**config.mk**
```make
export PLATFORM = sky130hd
export DESIGN_NAME = link_receive_supervisor_unit
export DESIGN_NICKNAME = d
export VERILOG_FILES = /design/src/hdl/lrs_pkg.sv /design/src/hdl/lrs_cfg_regs.sv /design/src/hdl/lrs_core.sv /design/src/hdl/link_receive_supervisor_unit.sv
export SDC_FILE = /design/constraint.sdc
export NUM_CORES = 1
export LEC_CHECK = 0
export ABC_AREA = 1
export BUFFER_PORTS_ARGS = -buffer_cell sky130_fd_sc_hd__buf_2
export CORE_MARGIN = 2
export CORE_UTILIZATION = 40
export DETAILED_ROUTE_END_ITERATION = 10
export GPL_TIMING_DRIVEN = 0
export PLACE_DENSITY_LB_ADDON = 0.25
export REMOVE_ABC_BUFFERS = 1
export SKIP_CTS_REPAIR_TIMING = 1
export SLEW_MARGIN = 5
export SYNTH_ARGS = -nofsm -noshare
export SYNTH_HDL_FRONTEND = slang
export SYNTH_HIERARCHICAL = 1
export SYNTH_SLANG_ARGS = --single-unit
```
**constraint.sdc**
```tcl
create_clock -name clk -period 8.7 [get_ports clk]
set_clock_uncertainty 0.15 [all_clocks]
set_input_delay 0.87 -clock clk [delete_from_list [all_inputs] [get_ports clk]]
set_output_delay 0.87 -clock clk [all_outputs]
set_load 0.02 [all_outputs]
```
**src/hdl/lrs_pkg.sv**
```systemverilog
// Shared types and constants for the link receive supervisor.
package lrs_pkg;

  // Packet framing and failure policy
  localparam int unsigned WORDS_PER_PACKET = 16;
  localparam int unsigned FAIL_LIMIT       = 5;
  localparam int unsigned FAIL_MAX         = 7;

  // Register reset values
  localparam logic [7:0]  EXPECTED_TYPE_RST = 8'd0;
  localparam logic [15:0] SILENCE_WIN_RST   = 16'd100;
  localparam logic [15:0] LOST_TIMEOUT_RST  = 16'd500;

  // Configuration register indexes
  typedef enum logic [1:0] {
    CFG_EXPECTED_TYPE = 2'd0,
    CFG_SILENCE_WIN   = 2'd1,
    CFG_LOST_TIMEOUT  = 2'd2
  } cfg_index_t;

  // One input item
  typedef struct packed {
    logic        command;
    logic [31:0] now_ms;
    logic [15:0] data_word;
    logic        last_word;
    logic [7:0]  pkt_type;
    logic [31:0] packet_check;
  } item_t;

  // One result item
  typedef struct packed {
    logic packet_accepted;
    logic packet_rejected;
    logic desync;
    logic link_lost;
    logic receiver_reset;
  } result_t;

  // Live register values
  typedef struct packed {
    logic [7:0]  expected_type;
    logic [15:0] silence_window_ms;
    logic [15:0] lost_timeout_ms;
  } cfg_t;

endpackage

```
**src/hdl/lrs_cfg_regs.sv**
```systemverilog
// Configuration register file for the link receive supervisor.
module lrs_cfg_regs import lrs_pkg::*; (
  input  logic        clk,
  input  logic        rst,
  input  logic        cfg_valid,
  input  logic [1:0]  cfg_index,
  input  logic [15:0] cfg_data,
  output logic        cfg_ready,
  output cfg_t        cfg
);

  // Writes are always taken
  assign cfg_ready = 1'b1;

  // Register write decode
  always_ff @(posedge clk) begin
    if (rst) begin
      cfg.expected_type     <= EXPECTED_TYPE_RST;
      cfg.silence_window_ms <= SILENCE_WIN_RST;
      cfg.lost_timeout_ms   <= LOST_TIMEOUT_RST;
    end else if (cfg_valid) begin
      case (cfg_index)
        CFG_EXPECTED_TYPE: cfg.expected_type     <= cfg_data[7:0];
        CFG_SILENCE_WIN:   cfg.silence_window_ms <= cfg_data;
        CFG_LOST_TIMEOUT:  cfg.lost_timeout_ms   <= cfg_data;
        default: ;  // unused index, ignored
      endcase
    end
  end

endmodule

```
**src/hdl/lrs_core.sv**
```systemverilog
// Per-item packet check and link timing state for the link receive supervisor.
module lrs_core import lrs_pkg::*; #(
  parameter int unsigned PKT_WORDS      = WORDS_PER_PACKET,
  parameter int unsigned FAIL_THRESHOLD = FAIL_LIMIT
) (
  input  logic    clk,
  input  logic    rst,
  input  logic    fire,
  input  item_t   item,
  input  cfg_t    cfg,
  output result_t result
);

  logic [4:0]  word_index;
  logic [31:0] code_accumulator;
  logic [2:0]  fail_count;
  logic        desync_flag;
  logic        lost_flag;
  logic [31:0] last_packet_time;

  logic [4:0]  word_index_next;
  logic [31:0] code_accumulator_next;
  logic [2:0]  fail_count_next;
  logic        desync_flag_next;
  logic        lost_flag_next;
  logic [31:0] last_packet_time_next;

  logic [4:0]  base_index;
  logic [31:0] base_code;
  logic [4:0]  stored_index;
  logic [31:0] stored_code;
  logic [4:0]  bit_pos;
  logic        div3;
  logic        even;
  logic [31:0] elapsed;
  logic        done;
  logic        count_ok;
  logic        good;
  logic        silence_hit;
  logic [2:0]  fail_inc;

  // Divisible by 3: base-4 digits sum to a multiple of 3
  function automatic logic is_div3(input logic [15:0] w);
    logic [4:0] s;
    logic [2:0] t;
    s = '0;
    for (int i = 0; i < 8; i++) begin
      s = s + 5'(w[2*i +: 2]);
    end
    t = 3'(s[1:0]) + 3'(s[3:2]) + 3'(s[4]);
    return (t == 3'd0) || (t == 3'd3) || (t == 3'd6);
  endfunction

  assign div3     = is_div3(item.data_word);
  assign even     = ~item.data_word[0];
  assign done     = item.command & item.last_word;
  assign elapsed  = item.now_ms - last_packet_time;
  assign fail_inc = (fail_count < 3'(FAIL_MAX)) ? fail_count + 3'd1 : fail_count;

  // While desynchronized, silence window expiry discards the partial packet
  assign silence_hit = ~done & desync_flag & (elapsed > 32'(cfg.silence_window_ms));
  assign base_index  = silence_hit ? 5'd0 : word_index;
  assign base_code   = silence_hit ? 32'd0 : code_accumulator;

  // Store the word into the check code, saturating at a full packet
  assign bit_pos = {base_index[3:0], 1'b0};
  always_comb begin
    stored_index = base_index;
    stored_code  = base_code;
    if (base_index < 5'(PKT_WORDS)) begin
      stored_code  = base_code | (32'(div3) << bit_pos) | (32'(even) << (bit_pos + 5'd1));
      stored_index = base_index + 5'd1;
    end
  end

  assign count_ok = (word_index == 5'(PKT_WORDS - 1));
  assign good     = count_ok && (item.pkt_type == cfg.expected_type)
                    && (item.packet_check == stored_code);

  // Next state and result
  always_comb begin
    word_index_next       = word_index;
    code_accumulator_next = code_accumulator;
    fail_count_next       = fail_count;
    desync_flag_next      = desync_flag;
    lost_flag_next        = lost_flag;
    last_packet_time_next = last_packet_time;
    result                = '0;
    if (done) begin
      if (!desync_flag) begin
        if (good) begin
          result.packet_accepted = 1'b1;
          fail_count_next        = 3'd0;
          lost_flag_next         = 1'b0;
        end else begin
          result.packet_rejected = 1'b1;
          fail_count_next        = fail_inc;
          if (fail_inc >= 3'(FAIL_THRESHOLD)) begin
            desync_flag_next = 1'b1;
          end
        end
      end
      word_index_next       = 5'd0;
      code_accumulator_next = 32'd0;
      last_packet_time_next = item.now_ms;
    end else begin
      if (silence_hit) begin
        desync_flag_next      = 1'b0;
        result.receiver_reset = 1'b1;
      end
      if (elapsed > 32'(cfg.lost_timeout_ms)) begin
        lost_flag_next = 1'b1;
      end
      word_index_next       = item.command ? stored_index : base_index;
      code_accumulator_next = item.command ? stored_code : base_code;
    end
    result.desync    = desync_flag_next;
    result.link_lost = lost_flag_next;
  end

  // State registers
  always_ff @(posedge clk) begin
    if (rst) begin
      word_index       <= '0;
      code_accumulator <= '0;
      fail_count       <= '0;
      desync_flag      <= 1'b0;
      lost_flag        <= 1'b0;
      last_packet_time <= '0;
    end else if (fire) begin
      word_index       <= word_index_next;
      code_accumulator <= code_accumulator_next;
      fail_count       <= fail_count_next;
      desync_flag      <= desync_flag_next;
      lost_flag        <= lost_flag_next;
      last_packet_time <= last_packet_time_next;
    end
  end

endmodule

```
**src/hdl/link_receive_supervisor_unit.sv**
```systemverilog
// Top level of the link receive supervisor: input register, core and result register.
// Each transfer on the item channel is one data word or a time poll and yields exactly one
// result transfer. An accepted item sits in the input register while the core evaluates it, and
// the result register loads the core's result as the item leaves the input register. One item
// per cycle is sustained while results drain; a stalled result register holds the input
// register, and the input stalls once both are full. Configuration writes take effect on the
// next cycle and are expected only while no item is in flight.
module link_receive_supervisor_unit import lrs_pkg::*; #(
  parameter int unsigned PKT_WORDS      = WORDS_PER_PACKET,
  parameter int unsigned FAIL_THRESHOLD = FAIL_LIMIT
) (
  input  logic        clk,
  input  logic        rst,
  input  logic        item_valid,
  output logic        item_ready,
  input  item_t       item,
  output logic        result_valid,
  input  logic        result_ready,
  output result_t     result,
  input  logic        cfg_valid,
  output logic        cfg_ready,
  input  logic [1:0]  cfg_index,
  input  logic [15:0] cfg_data
);

  cfg_t    cfg;
  item_t   item_q;
  logic    item_q_valid;
  result_t core_result;
  logic    fire;

  lrs_cfg_regs u_cfg (
    .clk       (clk),
    .rst       (rst),
    .cfg_valid (cfg_valid),
    .cfg_index (cfg_index),
    .cfg_data  (cfg_data),
    .cfg_ready (cfg_ready),
    .cfg       (cfg)
  );

  // Held item moves on when the result register is free or being drained
  assign fire       = item_q_valid & (~result_valid | result_ready);
  assign item_ready = ~item_q_valid | fire;

  // Input register
  always_ff @(posedge clk) begin
    if (rst) begin
      item_q_valid <= 1'b0;
    end else if (item_ready) begin
      item_q_valid <= item_valid;
    end
  end

  always_ff @(posedge clk) begin
    if (item_ready && item_valid) begin
      item_q <= item;
    end
  end

  lrs_core #(
    .PKT_WORDS      (PKT_WORDS),
    .FAIL_THRESHOLD (FAIL_THRESHOLD)
  ) u_core (
    .clk    (clk),
    .rst    (rst),
    .fire   (fire),
    .item   (item_q),
    .cfg    (cfg),
    .result (core_result)
  );

  // Result register
  always_ff @(posedge clk) begin
    if (rst) begin
      result_valid <= 1'b0;
    end else if (fire) begin
      result_valid <= 1'b1;
    end else if (result_ready) begin
      result_valid <= 1'b0;
    end
  end

  always_ff @(posedge clk) begin
    if (fire) begin
      result <= core_result;
    end
  end

endmodule
```
-- Word level (Yosys, flattened, before mapping)
Cells that the tools add are included.
- memories kept: 0
- memory bits (writable): 0
- output and inout port bits: 8
- register bits after elaboration: 211
- latch bits: 0
- word-level logic and storage cells: 100
- input bits: 113
- bits in read-only memories: 0
- $lt $le $gt $ge: 5
- div/mod/pow operators: 0
- bitwise operators: 13
- reductions and logical operators: 14
- multiply operators: 0
- add/subtract/negate cells: 13
- muxes and demuxes: 24
- equal/unequal tests: 7
- shift operators: 2
- operator list (operator ; count):
    $mux 32 ; 4
    $gt 32x16->1 ; 2
    $or 32x32->32 ; 2
    $shl 1x5->32 ; 2
    $eq 32x32->1 ; 1
    $sub 32x32->32 ; 1
    $add 5x2->5 ; 6
    $mux 5 ; 4
    $mux 1 ; 14
    $add 5x1->5 const B ; 2
    $eq 8x8->1 ; 1
    $reduce_and 2->1 ; 4
    $add 2x2->3 ; 2
    $mux 3 ; 2
    $eq 5x4->1 const B ; 1
    $lt 5x5->1 const B ; 1
    $not 1->1 ; 5
    $and 1x1->1 ; 4
    $add 3x1->3 ; 1
    $add 3x1->3 const B ; 1
    $eq 3x2->1 const B ; 1
    $eq 3x3->1 const B ; 1
    $ge 3x3->1 const B ; 1
    $logic_and 1x1->1 ; 3
    10 further kinds ; 12

-- Longest topological paths before layout
- depth after elaboration: 21
- depth in mapped cells: 39
- depth with buffers taken out: 38

-- By module
Netlist, hierarchy kept.
- modules (own cells, without submodules) (module ; seq. area each (sq um) ; cells an instance ; area each (sq um) ; times used):
    lrs_core ; 1481.4 ; 1418 ; 8112.8 ; 1
    link_receive_supervisor_unit ; 2892.8 ; 107 ; 2944.1 ; 1
    lrs_cfg_regs ; 800.8 ; 246 ; 1655.3 ; 1

-- Worst setup path after synthesis
Ideal clock, no wire load.
- kind: register to register
- start point: register item_q[42] (netlist bit)
- end point: register result[1] (netlist bit), data pin
- arrival: 5.699 ns
- path slack: 2.600 ns
- stages on the path, launching flop included: 34
- data required time: 8.299 ns
- cell sequence: edfxtp_1 inv_1 fa_1 inv_1 fa_1 inv_1 fa_1 fa_1 inv_1 ha_1 fa_1 inv_1 fa_1 inv_1 fa_1 nand2_1 inv_1 nor3_1 a21oi_1 inv_1 nand3_2 nor2_1 nand3_1 nand2_1 nor2_1 nor2_1 nand2_1 nor2_1 nand2_1 nor2_2 nand2_2 o21ai_2 inv_1 buf_4
- cells in the longest elaborated chain, start to end: 21
- elaborated cells on any way between the ends: 23
- ends and longest elaborated chain (item ; RTL line ; RTL):
    start, declared ; link_receive_supervisor_unit.sv:27 ; item_t item_q;
    start signal, assigned ; link_receive_supervisor_unit.sv:57 ; item_q <= item;
    $add 2x2->3 * ; lrs_core.sv:48 ; s = s + 5'(w[2*i +: 2]);
    $add 5x2->5 * (6 in series) ; lrs_core.sv:48 ;
    $add 2x2->3 ; lrs_core.sv:50 ; t = 3'(s[1:0]) + 3'(s[3:2]) + 3'(s[4]);
    $add 3x1->3 * ; lrs_core.sv:50 ;
    $eq 3x2->1 / $logic_not 3->1 (equally long branches) ; lrs_core.sv:51 ; return (t == 3'd0) || (t == 3'd3) || (t == 3'd6);
    $logic_or 1x1->1 ; lrs_core.sv:51 ;
    $logic_or 1x1->1 * ; lrs_core.sv:51 ;
    $shl 1x5->32 * ; lrs_core.sv:71 ; stored_code = base_code | (32'(div3) << bit_pos) | (32'(even) << (bit_pos + 5'd1));
    $or 32x32->32 * (2 in series) ; lrs_core.sv:71 ;
    $mux 32 * ; lrs_core.sv:70 ; if (base_index < 5'(PKT_WORDS)) begin
    $eq 32x32->1 * ; lrs_core.sv:78 ; && (item.packet_check == stored_code);
    $logic_and 1x1->1 * ; lrs_core.sv:78 ;
    $mux 1 * ; lrs_core.sv:91 ; if (good) begin
    $mux 1 * ; lrs_core.sv:90 ; if (!desync_flag) begin
    $mux 1 * ; lrs_core.sv:89 ; if (done) begin
    net u_core.lost_flag_next ; lrs_core.sv:25 ; logic lost_flag_next;
    end signal, assigned ; link_receive_supervisor_unit.sv:86 ; result <= core_result;
    end, declared ; link_receive_supervisor_unit.sv:19 ; output result_t result,
The timed path passes the listed nets; every way through them passes the cells marked *.
A chain may end at the register's enable or synchronous reset.

==> run_results.csv <==
group,metric,value,unit
setup_path,cpPeakStageDelay,0.53,ns
setup_path,critPathCapture,"result[1]",
logic_synthesis,synth_area_leaders,"edfxtp_1, dfxtp_1, nand2_1, inv_1, ha_1",
floorplanning,start_util,40.49,%
routing,num_vias,10990,
sta,slew_violations,0,
setup_path,cpLargestDelayFamily,"adder cells",
setup_path,rrSetupSlack,2.00,ns
grt,grt_max_degree,47,
grt,gr-total-overflow,0,
pwr,intPower,0.002014,W
floorplanning,row_count,65,
pwr,clkPwrFrac,37.3,%
layout,diodes,0,
routing,viasPerCell,4.791,
clocking,insertion_delay,0.56,ns
pwr,p_leak,7.200,nW
sta,fin_crit_sh,77.01,%
clocking,ctsRootBufferMaster,"clkbuf_16",
layout,design_area,14540,um2
placement,dpl_cell_area,13660,um2
setup_path,crit_path_end_kind,"register",
layout,nets,2070,
setup_path,r2r_end,"result[1]",
setup_path,crit_buf_inv,9,
layout,final_common_cell,"nand2_1",
sta,worst_pin_slew,1.242,ns
logic_synthesis,synth_top_area_cell,"edfxtp_1",
routing,drtPass1Iterations,5,
clocking,clock_path_buffers,3,
logic_synthesis,synth_edf_count,95,
logic_synthesis,yosysUniqueCellTypes,42,
clocking,cts_sinks,211,
pwr,swShare,31.88,%
sta,fin_crit,6.700,ns
layout,num-fill-cells,3196,
placement,gp_congestion,0.8755,
sta,fin_tns_setup,0,ns
setup_path,critical_path.max_fanout,6,
sta,clock.fmax,149.3,MHz
setup_path,critPathLaunchType,"register",
pwr,p_seq_share,37.6,%
floorplanning,core,31390,um2
logic_synthesis,ys_ff_latch,211,
logic_synthesis,ys_async_sr_fraction,0,%
setup_path,critPathKind,"register to register",
layout,final_cell_mix,"nand2_1, inv_1, nor2_1, nand3_1, a21oi_1",
outcome,status,"finished, final reports clean",
logic_synthesis,ys.flop_type,"dfxtp_1",
pwr,switchingPower,0.0009423,W
setup_path,reg2reg_depth,32,
routing,antenna_left,0,
layout,syn2layout_area_growth,14.39,%
setup_path,cp-startpoint,"item_q[42]",
pwr,pwr-share-comb,25.1,%
logic_synthesis,synthCells,1771,
grt,grt_usage,18.60,%
setup_path,crit_slowest_cell,"fa_1",
sta,hold_viol,0,
clocking,numCtsBuffers,26,
floorplanning,io_pins,121,
logic_synthesis,synth.top_cell.area_share,22.44,%
grt,grt_pass1_wl,50400,um
placement,io_buffers,119,
logic_synthesis,syn_area_per_cell,7.178,um2
setup_path,crit_required,8.87,ns
logic_synthesis,yosys_warnings,6,
layout,drive_gt1_share,10.52,%
routing,drt-total-wl,30620,um
placement,dp_hpwl,22710,um
layout,seq_area,5175,um2
setup_path,reg2reg_from,"item_q[42]",
sta,rsz0062_at_grt,"no",
run,cap_violations,0,
layout,multi_input_area,6102,um2
setup_path,cp_common_cell,"inv_1",
routing,drc,0,
clocking,tritoncts,"yes",
pwr,power_density,203.3,nW/um2
pwr,ir_worst_vdd,181.5,uV
sta,max_slew_margin,17.11,%
grt,antenna_found_initial,0,
setup_path,cp.depth,32,
logic_synthesis,synthesis.area,12710,um2
setup_path,arrival,6.87,ns
routing,drtIter0Drc,763,
worst_hold_path,min_path_type,"register to register",
grt,grt_pass1_vias,10300,
clocking,htreeDepth,1,
floorplanning,die_w,182.3,um
floorplanning,die_h,182.3,um
clocking,cts.clk_slew.worst_paths,0.06,ns
logic_synthesis,seq_area_frac_synth,40.71,%
floorplanning,dieArea,33220,um2
sta,setup_viol,0,
routing,wire_per_inst,13.35,um
-- cells in the mapped netlist (2+ instances only) --
| cell type | count |
|---|---|
| o21bai_1 | 2 |
| a21oi_1 | 127 |
| nand2_1 | 545 |
| nand3b_1 | 4 |
| nand4_1 | 17 |
| o22ai_1 | 2 |
| o211ai_1 | 2 |
| nor2_1 | 148 |
| xor2_1 | 18 |
| a211oi_1 | 3 |
| buf_4 | 6 |
| fa_1 | 14 |
| clkbuf_1 | 30 |
| dfxtp_1 | 116 |
| edfxtp_1 | 95 |
| buf_2 | 8 |
| inv_2 | 3 |
| nand3_1 | 136 |
| xnor2_1 | 5 |
| o2111ai_1 | 2 |
| a21o_1 | 2 |
| nand3_2 | 6 |
| inv_1 | 316 |
| nor2_2 | 8 |
| buf_6 | 5 |
| nor3_1 | 9 |
| nand2_2 | 7 |
| o21ai_0 | 52 |
| ha_1 | 70 |
-- final cells by class --
| class | instances | area share (%) |
|---|---|---|
| clock inverter | 15 | 1.205 |
| multi-input combinational | 1192 | 41.96 |
| timing repair buffer | 123 | 4.689 |
| inverter | 319 | 8.252 |
| tap | 402 | 3.459 |
| sequential | 211 | 35.59 |
| clock buffer | 32 | 4.844 |
-- how the worst min path moves through the flow --
stage,startpoint,slack [ns],to,depth (start not counted)
finish,u_core/last_packet_time[23],0.31,u_core/last_packet_time[23],2
global route,item[32],0.31,item_q[32],1
CTS,item[27],0.30,item_q[27],1
detailed placement,u_cfg/cfg[6],0.30,u_cfg/cfg[6],2
global placement,u_core/last_packet_time[19],0.29,u_core/last_packet_time[19],2
floorplan,u_cfg/cfg[2],0.28,u_cfg/cfg[2],2
-- stage by stage --
step	instances	hold slack, ns	util, %	total power (W)	worst slack (ns)
2_1_floorplan	1722	0.2789	-	0.001666	2.613
3_3_place_gp	2243	0.2935	43.18	0.001854	1.359
4_1_cts	2294	0.3027	46.32	0.002998	2.005
5_1_grt	2294	0.3148	46.32	0.003157	1.552
6_report	2294	0.3063	46.32	0.002956	2.000
3_5_place_dp	2247	0.2969	43.52	0.001877	2.007
-- state kept, by name (all words and copies together), names as in the netlist --
name and cells:
u_core/word_index 5, u_core/lost_flag 1, u_core/last_packet_time 32, u_core/desync_flag 1, u_cfg/cfg 40, result 5
u_core/code_accumulator 32, u_core/fail_count 3, item_q 90, item_q_valid 1, result_valid 1
-- worst reg2reg max path: cells and delay by family (launching register included) --
kind	cells	cell delay [ns]
flops	1	0.32
fa+ha+maj	8	3.56
simple gates	13	1.61
compound gates	2	0.27
buf+inv	9	0.55
-- metal layers --
layer / wire [um] / track usage [%] / part of all wire, % / vias up
li1: - / - / - / 5766
met1: 13770 / 23.99 / 45 / 4942
met2: 14570 / 32.58 / 48 / 235
met3: 1467 / 2.774 / 4.8 / 48
met4: 813 / 4.935 / 2.7 / 0
met5: 0 / 0 / 0 / -
-- cell families (layout without fill, tap and decap cells) --
family	after synthesis	count (layout)	synth area share, %
simple gates	886	886	28.98
buf+inv	368	489	11.42
flops	211	211	40.71
compound gates	198	198	8.189
fa+ha+maj	84	84	9.094
xor+xnor	23	23	1.585
other cells	1	1	0.02950
-- power by group through the flow --
stage / Combinational [W] / Sequential (W) / Clock [W]
final: 0.000742 / 0.00111 / 0.00110
after global routing: 0.000863 / 0.00112 / 0.00118
after CTS: 0.000750 / 0.00111 / 0.00114
after detailed placement: 0.000746 / 0.00113 / 0
after global placement: 0.000720 / 0.00113 / 0
after floorplan: 0.000540 / 0.00113 / 0
Note: power is estimated with default switching activity, not from simulation.
